===== src/design/des_pkg.sv =====
// ----------------------------------------------------------------------------
// des_pkg : shared types, tables and round function for the DES round engine
// Holds the E, P and S-box tables, the Feistel round function and the
// controller/datapath interface types.
// ----------------------------------------------------------------------------
package des_pkg;

	typedef enum logic [1:0] {
		ST_IDLE,
		ST_RUN,
		ST_HOLD
	} des_state_t;

	// Commands from controller to datapath
	typedef struct packed {
		logic start;     // capture block and mode, clear round count
		logic step;      // do one round
		logic key_we;    // write one subkey
		logic out_load;  // load result register
		logic out_sel;   // 1: result from held halves, 0: from round output
	} des_ctl_t;

	// Status from datapath to controller
	typedef struct packed {
		logic last;      // round count is at the final round
	} des_sts_t;

	// DES bit numbering: bit 1 is the MSB
	localparam logic [5:0] E_TAB [48] = '{
		6'd32, 6'd1,  6'd2,  6'd3,  6'd4,  6'd5,  6'd4,  6'd5,  6'd6,  6'd7,  6'd8,  6'd9,
		6'd8,  6'd9,  6'd10, 6'd11, 6'd12, 6'd13, 6'd12, 6'd13, 6'd14, 6'd15, 6'd16, 6'd17,
		6'd16, 6'd17, 6'd18, 6'd19, 6'd20, 6'd21, 6'd20, 6'd21, 6'd22, 6'd23, 6'd24, 6'd25,
		6'd24, 6'd25, 6'd26, 6'd27, 6'd28, 6'd29, 6'd28, 6'd29, 6'd30, 6'd31, 6'd32, 6'd1
	};

	localparam logic [5:0] P_TAB [32] = '{
		6'd16, 6'd7,  6'd20, 6'd21, 6'd29, 6'd12, 6'd28, 6'd17,
		6'd1,  6'd15, 6'd23, 6'd26, 6'd5,  6'd18, 6'd31, 6'd10,
		6'd2,  6'd8,  6'd24, 6'd14, 6'd32, 6'd27, 6'd3,  6'd9,
		6'd19, 6'd13, 6'd30, 6'd6,  6'd22, 6'd11, 6'd4,  6'd25
	};

	localparam logic [3:0] SBOX [8][64] = '{
		'{4'd14,4'd4,4'd13,4'd1,4'd2,4'd15,4'd11,4'd8,4'd3,4'd10,4'd6,4'd12,4'd5,4'd9,4'd0,4'd7,
		  4'd0,4'd15,4'd7,4'd4,4'd14,4'd2,4'd13,4'd1,4'd10,4'd6,4'd12,4'd11,4'd9,4'd5,4'd3,4'd8,
		  4'd4,4'd1,4'd14,4'd8,4'd13,4'd6,4'd2,4'd11,4'd15,4'd12,4'd9,4'd7,4'd3,4'd10,4'd5,4'd0,
		  4'd15,4'd12,4'd8,4'd2,4'd4,4'd9,4'd1,4'd7,4'd5,4'd11,4'd3,4'd14,4'd10,4'd0,4'd6,4'd13},
		'{4'd15,4'd1,4'd8,4'd14,4'd6,4'd11,4'd3,4'd4,4'd9,4'd7,4'd2,4'd13,4'd12,4'd0,4'd5,4'd10,
		  4'd3,4'd13,4'd4,4'd7,4'd15,4'd2,4'd8,4'd14,4'd12,4'd0,4'd1,4'd10,4'd6,4'd9,4'd11,4'd5,
		  4'd0,4'd14,4'd7,4'd11,4'd10,4'd4,4'd13,4'd1,4'd5,4'd8,4'd12,4'd6,4'd9,4'd3,4'd2,4'd15,
		  4'd13,4'd8,4'd10,4'd1,4'd3,4'd15,4'd4,4'd2,4'd11,4'd6,4'd7,4'd12,4'd0,4'd5,4'd14,4'd9},
		'{4'd10,4'd0,4'd9,4'd14,4'd6,4'd3,4'd15,4'd5,4'd1,4'd13,4'd12,4'd7,4'd11,4'd4,4'd2,4'd8,
		  4'd13,4'd7,4'd0,4'd9,4'd3,4'd4,4'd6,4'd10,4'd2,4'd8,4'd5,4'd14,4'd12,4'd11,4'd15,4'd1,
		  4'd13,4'd6,4'd4,4'd9,4'd8,4'd15,4'd3,4'd0,4'd11,4'd1,4'd2,4'd12,4'd5,4'd10,4'd14,4'd7,
		  4'd1,4'd10,4'd13,4'd0,4'd6,4'd9,4'd8,4'd7,4'd4,4'd15,4'd14,4'd3,4'd11,4'd5,4'd2,4'd12},
		'{4'd7,4'd13,4'd14,4'd3,4'd0,4'd6,4'd9,4'd10,4'd1,4'd2,4'd8,4'd5,4'd11,4'd12,4'd4,4'd15,
		  4'd13,4'd8,4'd11,4'd5,4'd6,4'd15,4'd0,4'd3,4'd4,4'd7,4'd2,4'd12,4'd1,4'd10,4'd14,4'd9,
		  4'd10,4'd6,4'd9,4'd0,4'd12,4'd11,4'd7,4'd13,4'd15,4'd1,4'd3,4'd14,4'd5,4'd2,4'd8,4'd4,
		  4'd3,4'd15,4'd0,4'd6,4'd10,4'd1,4'd13,4'd8,4'd9,4'd4,4'd5,4'd11,4'd12,4'd7,4'd2,4'd14},
		'{4'd2,4'd12,4'd4,4'd1,4'd7,4'd10,4'd11,4'd6,4'd8,4'd5,4'd3,4'd15,4'd13,4'd0,4'd14,4'd9,
		  4'd14,4'd11,4'd2,4'd12,4'd4,4'd7,4'd13,4'd1,4'd5,4'd0,4'd15,4'd10,4'd3,4'd9,4'd8,4'd6,
		  4'd4,4'd2,4'd1,4'd11,4'd10,4'd13,4'd7,4'd8,4'd15,4'd9,4'd12,4'd5,4'd6,4'd3,4'd0,4'd14,
		  4'd11,4'd8,4'd12,4'd7,4'd1,4'd14,4'd2,4'd13,4'd6,4'd15,4'd0,4'd9,4'd10,4'd4,4'd5,4'd3},
		'{4'd12,4'd1,4'd10,4'd15,4'd9,4'd2,4'd6,4'd8,4'd0,4'd13,4'd3,4'd4,4'd14,4'd7,4'd5,4'd11,
		  4'd10,4'd15,4'd4,4'd2,4'd7,4'd12,4'd9,4'd5,4'd6,4'd1,4'd13,4'd14,4'd0,4'd11,4'd3,4'd8,
		  4'd9,4'd14,4'd15,4'd5,4'd2,4'd8,4'd12,4'd3,4'd7,4'd0,4'd4,4'd10,4'd1,4'd13,4'd11,4'd6,
		  4'd4,4'd3,4'd2,4'd12,4'd9,4'd5,4'd15,4'd10,4'd11,4'd14,4'd1,4'd7,4'd6,4'd0,4'd8,4'd13},
		'{4'd4,4'd11,4'd2,4'd14,4'd15,4'd0,4'd8,4'd13,4'd3,4'd12,4'd9,4'd7,4'd5,4'd10,4'd6,4'd1,
		  4'd13,4'd0,4'd11,4'd7,4'd4,4'd9,4'd1,4'd10,4'd14,4'd3,4'd5,4'd12,4'd2,4'd15,4'd8,4'd6,
		  4'd1,4'd4,4'd11,4'd13,4'd12,4'd3,4'd7,4'd14,4'd10,4'd15,4'd6,4'd8,4'd0,4'd5,4'd9,4'd2,
		  4'd6,4'd11,4'd13,4'd8,4'd1,4'd4,4'd10,4'd7,4'd9,4'd5,4'd0,4'd15,4'd14,4'd2,4'd3,4'd12},
		'{4'd13,4'd2,4'd8,4'd4,4'd6,4'd15,4'd11,4'd1,4'd10,4'd9,4'd3,4'd14,4'd5,4'd0,4'd12,4'd7,
		  4'd1,4'd15,4'd13,4'd8,4'd10,4'd3,4'd7,4'd4,4'd12,4'd5,4'd6,4'd11,4'd0,4'd14,4'd9,4'd2,
		  4'd7,4'd11,4'd4,4'd1,4'd9,4'd12,4'd14,4'd2,4'd0,4'd6,4'd10,4'd13,4'd15,4'd3,4'd5,4'd8,
		  4'd2,4'd1,4'd14,4'd7,4'd4,4'd10,4'd8,4'd13,4'd15,4'd12,4'd9,4'd0,4'd3,4'd5,4'd6,4'd11}
	};

	function automatic logic [47:0] des_expand(input logic [31:0] h);
		logic [47:0] r;
		r = '0;
		for (int k = 0; k < 48; k++) begin
			r[47-k] = h[5'(6'd32 - E_TAB[k])];
		end
		return r;
	endfunction

	function automatic logic [31:0] des_perm(input logic [31:0] s);
		logic [31:0] r;
		r = '0;
		for (int k = 0; k < 32; k++) begin
			r[31-k] = s[5'(6'd32 - P_TAB[k])];
		end
		return r;
	endfunction

	// Feistel f: E, key mix, S-boxes (S1 on the top six bits), P
	function automatic logic [31:0] des_f(input logic [31:0] half, input logic [47:0] key);
		logic [47:0] x;
		logic [5:0]  six;
		logic [31:0] s;
		x = des_expand(half) ^ key;
		s = '0;
		for (int b = 0; b < 8; b++) begin
			six = x[47-6*b -: 6];
			s[31-4*b -: 4] = SBOX[b][{six[5], six[0], six[4:1]}];
		end
		return des_perm(s);
	endfunction

endpackage


===== src/design/des_sixteen_round_feistel.sv =====
// ----------------------------------------------------------------------------
// des_sixteen_round_feistel : iterative sixteen-round DES Feistel core
// Loads 48-bit subkeys into a 16-entry store and runs sixteen DES rounds on
// a block already through the initial permutation, one round per cycle.
// ----------------------------------------------------------------------------
//
//  channel | handshake            | word contents
//  --------+----------------------+------------------------------------------
//  cmd     | cmd_valid, cmd_stall | operation, key_slot, round_key,
//          |                      | data_block, decrypt_mode
//  rsp     | rsp_valid, rsp_stall | result_block
//
//  Key load words produce no response word.
//  A block word is accepted in idle and then runs sixteen rounds through
//  the single round unit; cmd stalls meanwhile, so no new word is taken.
//  The result lands in an output register at the last round; if that
//  register is still stalled, the halves are parked and cmd stalls until
//  rsp drains. Reset clears control only; subkey slots read as garbage
//  until written.
//
module des_sixteen_round_feistel import des_pkg::*; (
	input  logic        clk,
	input  logic        arst_n,
	input  logic        cmd_valid,
	output logic        cmd_stall,
	input  logic        operation,
	input  logic [3:0]  key_slot,
	input  logic [47:0] round_key,
	input  logic [63:0] data_block,
	input  logic        decrypt_mode,
	output logic        rsp_valid,
	input  logic        rsp_stall,
	output logic [63:0] result_block
);

	des_ctl_t ctl;
	des_sts_t sts;

	// sequencer: state, handshakes, result-register valid
	des_ctrl u_ctrl (
		.clk       (clk),
		.arst_n    (arst_n),
		.cmd_valid (cmd_valid),
		.operation (operation),
		.cmd_stall (cmd_stall),
		.rsp_valid (rsp_valid),
		.rsp_stall (rsp_stall),
		.sts       (sts),
		.ctl       (ctl)
	);

	// subkey store, halves, round unit, result register
	des_dpath u_dpath (
		.clk          (clk),
		.arst_n       (arst_n),
		.ctl          (ctl),
		.sts          (sts),
		.key_slot     (key_slot),
		.round_key    (round_key),
		.data_block   (data_block),
		.decrypt_mode (decrypt_mode),
		.result_block (result_block)
	);

endmodule


===== src/design/des_ctrl.sv =====
// ----------------------------------------------------------------------------
// des_ctrl : sequencer for the DES round engine
// Accepts words in idle, runs sixteen rounds, parks the result in the
// output register and holds the halves while that register is still full.
// ----------------------------------------------------------------------------
module des_ctrl import des_pkg::*; (
	input  logic     clk,
	input  logic     arst_n,
	input  logic     cmd_valid,
	input  logic     operation,
	output logic     cmd_stall,
	output logic     rsp_valid,
	input  logic     rsp_stall,
	input  des_sts_t sts,
	output des_ctl_t ctl
);

	des_state_t state_q, state_nx;
	logic       out_valid_q;
	logic       out_free;

	assign out_free  = !out_valid_q || !rsp_stall;
	assign rsp_valid = out_valid_q;

	always_comb begin
		state_nx = state_q;
		case (state_q)
			ST_IDLE: begin
				if (cmd_valid && operation) state_nx = ST_RUN;
			end
			ST_RUN: begin
				if (sts.last) state_nx = out_free ? ST_IDLE : ST_HOLD;
			end
			ST_HOLD: begin
				if (out_free) state_nx = ST_IDLE;
			end
			default: state_nx = ST_IDLE;
		endcase
	end

	always_comb begin
		ctl       = '0;
		cmd_stall = 1'b1;
		case (state_q)
			ST_IDLE: begin
				cmd_stall  = 1'b0;
				ctl.start  = cmd_valid && operation;
				ctl.key_we = cmd_valid && !operation;
			end
			ST_RUN: begin
				ctl.step     = 1'b1;
				ctl.out_load = sts.last && out_free;
			end
			ST_HOLD: begin
				ctl.out_sel  = 1'b1;
				ctl.out_load = out_free;
			end
			default: begin
				cmd_stall = 1'b1;
			end
		endcase
	end

	always_ff @(posedge clk or negedge arst_n) begin
		if (!arst_n) begin
			state_q     <= ST_IDLE;
			out_valid_q <= 1'b0;
		end else begin
			state_q <= state_nx;
			if (ctl.out_load) out_valid_q <= 1'b1;
			else if (!rsp_stall) out_valid_q <= 1'b0;
		end
	end

	// result register is never overwritten while a word waits in it
	a_no_overwrite: assert property (@(posedge clk) disable iff (!arst_n)
		ctl.out_load |-> !(out_valid_q && rsp_stall))
		else $error("result overwritten while stalled");

	// a new block starts at round zero, not at the final round
	a_start_round0: assert property (@(posedge clk) disable iff (!arst_n)
		ctl.start |=> (state_q == ST_RUN) && !sts.last)
		else $error("round count not cleared at start");

	// parked halves always mean a full result register
	a_hold_full: assert property (@(posedge clk) disable iff (!arst_n)
		(state_q == ST_HOLD) |-> out_valid_q)
		else $error("hold state with empty result register");

	// rounds keep going until the final round
	a_run_cont: assert property (@(posedge clk) disable iff (!arst_n)
		(state_q == ST_RUN) && !sts.last |=> (state_q == ST_RUN))
		else $error("round sequence cut short");

endmodule


===== src/design/des_dpath.sv =====
// ----------------------------------------------------------------------------
// des_dpath : round datapath for the DES round engine
// Subkey store, left/right half registers, round counter, one Feistel
// round per cycle, result register.
// ----------------------------------------------------------------------------
module des_dpath import des_pkg::*; (
	input  logic        clk,
	input  logic        arst_n,
	input  des_ctl_t    ctl,
	output des_sts_t    sts,
	input  logic [3:0]  key_slot,
	input  logic [47:0] round_key,
	input  logic [63:0] data_block,
	input  logic        decrypt_mode,
	output logic [63:0] result_block
);

	logic [47:0] key_q [16];
	logic [31:0] l_q, r_q;
	logic [3:0]  round_q;
	logic        dec_q;
	logic [63:0] result_q;
	logic [3:0]  slot;
	logic [31:0] r_nx;

	// decrypt walks the store from the top slot down
	assign slot     = dec_q ? ~round_q : round_q;
	assign r_nx     = l_q ^ des_f(r_q, key_q[slot]);
	assign sts.last = (round_q == 4'hF);

	assign result_block = result_q;

	always_ff @(posedge clk) begin
		if (ctl.key_we) key_q[key_slot] <= round_key;
	end

	always_ff @(posedge clk) begin
		if (ctl.start) begin
			l_q   <= data_block[63:32];
			r_q   <= data_block[31:0];
			dec_q <= decrypt_mode;
		end else if (ctl.step) begin
			l_q <= r_q;
			r_q <= r_nx;
		end
		// output is right half then left half
		if (ctl.out_load) result_q <= ctl.out_sel ? {r_q, l_q} : {r_nx, r_q};
	end

	always_ff @(posedge clk or negedge arst_n) begin
		if (!arst_n) begin
			round_q <= '0;
		end else if (ctl.start) begin
			round_q <= '0;
		end else if (ctl.step) begin
			round_q <= round_q + 4'd1;
		end
	end

endmodule

===== config.mk =====
export PLATFORM = sky130hd
export DESIGN_NAME = des_sixteen_round_feistel
export DESIGN_NICKNAME = d
export VERILOG_FILES = /design/src/design/des_pkg.sv /design/src/design/des_sixteen_round_feistel.sv /design/src/design/des_ctrl.sv /design/src/design/des_dpath.sv
export SDC_FILE = /design/constraint.sdc
export NUM_CORES = 1
export LEC_CHECK = 0
export BUFFER_PORTS_ARGS = -buffer_cell sky130_fd_sc_hd__buf_2
export CAP_MARGIN = 0
export CORE_ASPECT_RATIO = 0.75
export CORE_MARGIN = 1
export CORE_UTILIZATION = 55
export CTS_CLUSTER_SIZE = 20
export DETAILED_ROUTE_END_ITERATION = 8
export PLACE_DENSITY_LB_ADDON = 0.2
export SETUP_SLACK_MARGIN = 0.05
export SLEW_MARGIN = 10
export SYNTH_ARGS = -nofsm -noshare
export SYNTH_HDL_FRONTEND = slang
export SYNTH_SLANG_ARGS = --single-unit

===== constraint.sdc =====
create_clock -name clk -period 11.6 [get_ports clk]
set_input_delay 1.16 -clock clk [delete_from_list [all_inputs] [get_ports clk]]
set_output_delay 1.16 -clock clk [all_outputs]
set_load 0.05 [all_outputs]

==> results of run 1 <==
## worst max-delay path by stage
stage,startpoint,cells after the start,endpoint
global route,u_dpath.round_q[1],14,u_dpath.r_q[3]
CTS,u_dpath.round_q[1],14,u_dpath.result_block[53]
detailed placement,u_dpath.round_q[1],14,u_dpath.r_q[3]
finish,u_dpath.round_q[1],14,u_dpath.result_block[53]
global placement,u_dpath.round_q[1],14,u_dpath.r_q[3]
floorplan,cmd_valid,4,u_dpath.key_q[0][0]
## flip-flops by register name, indices dropped and copies added (netlist names)
signal	flops
u_dpath.key_q	768
u_dpath.result_block	64
u_dpath.l_q	32
u_dpath.r_q	32
u_dpath.round_q	4
u_ctrl.state_q	2
u_ctrl.rsp_valid	1
u_dpath.dec_q	1
## cells by family after synthesis
kind of cell,after synthesis
AOI/OAI and AO/OA,1115
xor gates and xnor gates,65
adders and majority gates,49
buffers and inverters,435
DFF,904
muxes,352
and+or+nand+nor,804
## report_power, final
part,switching (mW),internal (mW)
clock,1.28,1.64
sequential,0.355,4.00
combinational,5.06,2.91
total,6.69,8.54
## worst reg2reg max path, cell delays in order, from the launching register on
cell and delay [ps]:
dfrtp_4 970, buf_4 700, or3_4 450, and2_4 530, buf_4 680, o22ai_1 240, and3_1 230, nor4_4 820
ha_1 420, inv_1 130, o41ai_1 420, nor3_1 90, a211oi_1 760, xor2_1 230, mux2_2 340
## layer usage
layer	share of wire, %	wire length, um	vias up
met4	4.2	6280	10
met1	40	60300	17500
met5	0.040	60	-
met3	11	17000	306
met2	44	66600	2072
li1	-	-	15100
## cell usage after synthesis, types with 94 or more instances
master      n  share of area, %
edfxtp_1  897                57
nand2_1   229               1.8
mux2i_1   199               4.2
o21ai_0   169               1.8
a21oi_1   157               1.7
nor2_1    124              0.99
o22ai_1   124               1.7
inv_1     121              0.97
mux2_2    120               2.9
buf_2     118               1.3
a221oi_1  116               2.2
a211oi_1   95               1.5
nor3_1     95               1.0
clkbuf_1   94              0.75
## final cells by class
type / instances / area (um^2)
inverters: 134 / 505
multi-input cells: 2385 / 17900
clock inverters: 51 / 493
repair buffers: 267 / 1560
flip-flops and latches: 904 / 27100
clock buffers: 107 / 2380
well taps: 1128 / 1410
diodes: 11 / 27.5
fillers: 6568 / 32900
## per-stage QoR
step | hold WS (ps) | cell area (um^2) | instances
after floorplan | 523 | 47000 | 3724
after global routing | 332 | 51400 | 4982
after CTS | 322 | 51400 | 4976
final | 344 | 51400 | 4987
after detailed placement | 563 | 48500 | 4818
after global placement | 559 | 48500 | 4818
==> impl_metrics.toml, run 1 <==
[setup_path]
critPathLaunchType = "flip-flop"
worstSetupPathType = "reg2reg"
path_cells = "buf_4 -> or3_4 -> and2_4 -> buf_4 -> o22ai_1 -> and3_1 -> nor4_4 -> ha_1 -> inv_1 -> o41ai_1 -> nor3_1 -> a211oi_1 -> xor2_1 -> mux2_2"
reg2reg_depth = 14
slowest_delay_ps = 970
r2r-end = "u_dpath.result_block[53]"
crit_path_frequent_cell = "buf_4"
critPathSlowestCell = "dfrtp_4"
endpoint_kind = "flip-flop"
r2r_slack_ps = 4330
worst-path-buf-inv = 3
crit_family = "simple AND/OR/NAND/NOR gates"
critical_path_arrival_ps = 7690
timing.rr.start = "u_dpath.round_q[1]"
path_max_fanout = 58
worstPathRequired_ps = 12020

[detailed_routing]
drtIter0Drc = 4898
drt_drc_violations_left = 0
wl_per_cell_um = 30.1
firstDrtPassIters = 6
vias_per_cell = 7.00
drt-total-wl_mm = 150
via_count = 34900
ant_nets = 0

[pwr]
total_power_mw = 15.2
p_leak_nw = 17.4
powerDensity_mw_per_mm2 = 297
peakVddDrop_uv = 170

[global_route]
grt_pass1_wl_mm = 216
use_met1_pct = 47.5
grt_start_max_net_pins = 175
grtUsageMet2_pct = 50.7
grt_use_met3_pct = 8.10
track_usage_pct = 33.9
gr-total-overflow = 0
grt_antenna_before_repair = 16
grt_pass1_vias = 32400
grt_busiest_layer = "met2"

[logic_synthesis]
synthAdderAreaFrac_pct = 1.30
synth_simple_gate_area_share_pct = 8.94
ys_warn_count = 0
synthXorXnorAreaFrac_pct = 1.48
async_reset_ff_share_pct = 0.774
yosysSeqAreaShare_pct = 57.7
ys_ff_latch = 904
synth_compound_area_share_pct = 17.1
ys_types = 111
synth.avg_cell_area_um2 = 12.6
netlist_area_mm2 = 0.0470
synth_cells = 3724
synth_fp_nets = 3895
synthMuxAreaShare_pct = 8.67
ys.flop_type = "edfxtp_1"
synth_edf_count = 897
synth_top_family_by_area = "compound AO/OA/AOI/OAI gates"

[clock_tree]
hold_buffers = 0
cts_tree = "built"
postCtsSetupBuffers = 0
numCtsBuffers = 89
root_buffer = "clkbuf_16"
worstSkewPairLatency_ps = 680
clkTransAtPathRegs_ps = 60
h-tree-depth = 3
cts_resized = 0
clock_path_buffers = 3
cts_sinks = 904

[finish]
layout-drive-gt1-share_pct = 17.6
synthToLayoutAreaGrowth_pct = 9.35
most-common-layout-cells = "edfxtp_1 (897), nand2_1 (227), mux2i_1 (199), buf_2 (187), o21ai_0 (169)"
layout_commonest_cell = "edfxtp_1"
final_nets = 3952
fin_util_pct = 61.0

[flow_run]
cap_violations = 0

[timing]
setup_tns_ps = 0
hold_viol = 0
fin_ws_ps = 4330
setup_viol = 0
skew_ps = 26.4
final.period_utilization_pct = 62.7
fmax_mhz = 138
finalMaxSlewViolations = 0
period_minus_slack_ps = 7270
slew_headroom_pct = 20.3
tightest_slew_ps = 1190
rsz0062_at_grt = "false"

[floorplan]
io_pins = 188
num_rows = 92
die_h_um = 255
core_mm2 = 0.0843
initial_core_util_pct = 55.8
die_area_mm2 = 0.0866
die_w_um = 340

[min_path]
hp-class = "in2async"

[placed_design]
place_hpwl_mm = 90.6
routabilityCongestion = 0.908
pre_cts_slack_ps = 4570
port_buffers = 187

[outcome]
status = "finished clean"
Note: power is estimated with default switching activity, not from simulation.
==> inputs of run 2 (changes only) <==
clock period = 7.6 ns   (was 11.6 ns; I/O delays follow)
==> run 2 against run 1 <==
  * Clock power up 40%
  * Clock skew down 11 ps
  * Final cell count rose by 0.22%
==> impl_metrics.toml, run 2 (synthesized netlist as in run 1, its figures left out) <==
[outcome]
status = "finished clean"

[global_route]
gr-total-overflow = 0
grt_pass1_wl_mm = 217
track_usage_pct = 33.8
grt_antenna_before_repair = 14
grt_start_max_net_pins = 92
grt_pass1_vias = 32600

[floorplan]
die_area_mm2 = 0.0866
io_pins = 188
core_mm2 = 0.0843
die_h_um = 255
die_w_um = 340
initial_core_util_pct = 55.8
num_rows = 92

[detailed_routing]
vias_per_cell = 7.00
drtIter0Drc = 4791
wl_per_cell_um = 29.9
via_count = 35000
ant_nets = 0
drt_drc_violations_left = 0
firstDrtPassIters = 6
drt-total-wl_mm = 149

[setup_path]
worst-path-buf-inv = 0
critPathSlowestCell = "dfrtp_4"
worstPathRequired_ps = 8010
endpoint_kind = "flip-flop"
crit_family = "simple AND/OR/NAND/NOR gates"
crit_path_frequent_cell = "a211oi_1"
timing.rr.start = "u_dpath.round_q[1]"
critical_path_arrival_ps = 6720
path_cells = "or2_2 -> o21ai_0 -> a221oi_1 -> and2_1 -> o41a_1 -> xor2_2 -> ha_1 -> nand2b_1 -> nor2_1 -> nand2_1 -> nand4_1 -> a211oi_1 -> a211oi_1 -> nor4_1 -> xor2_1 -> mux2_2"
slowest_delay_ps = 1050
critPathLaunchType = "flip-flop"
worstSetupStartpoint = "u_dpath.round_q[1]"
path_max_fanout = 66
worstSetupPathType = "reg2reg"

[timing]
hold_viol = 0
setup_viol = 0
rsz0062_at_grt = "false"
tightest_slew_ps = 1190
fmax_mhz = 158
final.period_utilization_pct = 83.0
finalMaxSlewViolations = 0
skew_ps = 15.7
slew_headroom_pct = 18.5
period_minus_slack_ps = 6310
setup_tns_ps = 0
hold_slack_ps = 349

[clock_tree]
numCtsBuffers = 86
clock_path_buffers = 3
cts_resized = 0
postCtsSetupBuffers = 0
cts_sinks = 904
root_buffer = "clkbuf_16"
clkTransAtPathRegs_ps = 60
worstSkewPairLatency_ps = 670
cts_tree = "built"
hold_buffers = 1
h-tree-depth = 3

[min_path]
hp-class = "in2reg"
min_from = "decrypt_mode"

[pwr]
total_power_mw = 22.9
powerDensity_mw_per_mm2 = 447
p_leak_nw = 17.3
peakVddDrop_uv = 260

[placed_design]
port_buffers = 187
routabilityCongestion = 0.928
place_hpwl_mm = 93.0
placedCellCount = 4840

[finish]
synthToLayoutAreaGrowth_pct = 9.00
most-common-layout-cells = "edfxtp_1 (897), nand2_1 (227), mux2i_1 (199), buf_2 (187), o21ai_0 (169)"
top_register = "u_dpath.key_q"
layout_commonest_cell = "edfxtp_1"
stdcell_count = 4998
final_nets = 3972
layout-drive-gt1-share_pct = 17.7
largest_register_ffs = 768

[flow_run]
cap_violations = 0
==> run 2: power by group <==
group          switching [mW]  total, mW  internal (mW)  leakage (nW)
logic                    7.69       12.2           4.50          7.89
registers               0.531       6.63           6.10          8.21
clock network            1.91       4.08           2.17          1.24
total                    10.1       22.9           12.8          17.3
==> run 2: layout make-up <==
type,instances,area (um^2)
repair buffers,290,1740
clock buffers,117,2310
multi-input cells,2385,17900
fillers,6601,33000
clock inverters,33,248
well taps,1128,1410
flip-flops and latches,904,27100
diodes,7,17.5
inverters,134,505
==> run 2: worst register-to-register path: stages, from the launching register on <==
cell and delay (ps):
dfrtp_4 1050, or2_2 930, o21ai_0 170, a221oi_1 410, and2_1 180, o41a_1 330, xor2_2 480, ha_1 420
nand2b_1 130, nor2_1 40, nand2_1 80, nand4_1 170, a211oi_1 220, a211oi_1 80, nor4_1 860, xor2_1 180
mux2_2 320
==> run 2: path summary, 6_finish.rpt <==
kind,end,slack [ps],cells past startpoint
worst min-delay path,u_dpath.dec_q,350,1
max in group asynchronous,u_dpath.round_q[1],6900,2
worst min register to register,u_dpath.result_block[43],590,2
min in group asynchronous,u_ctrl.rsp_valid,480,2
worst max register to register,u_dpath.r_q[1],1290,16
worst max-delay path,u_dpath.r_q[1],1290,16
==> run 2: through the flow <==
stage	setup WS, ps	area, um^2	utilization (%)
after floorplan	2450	47000	-
after global placement	1640	48600	57.7
after detailed placement	1520	48600	57.7
after CTS	1500	51200	60.8
after global routing	1070	51200	60.8
final	1290	51200	60.8
==> run 2: metal layers <==
metal	track usage, %	vias to the layer above	routed length (um)
met4	12.4	10	5540
met5	0	-	62
met1	48.5	17500	61500
met2	51.3	2162	66300
met3	6.48	284	15900
li1	-	15100	-
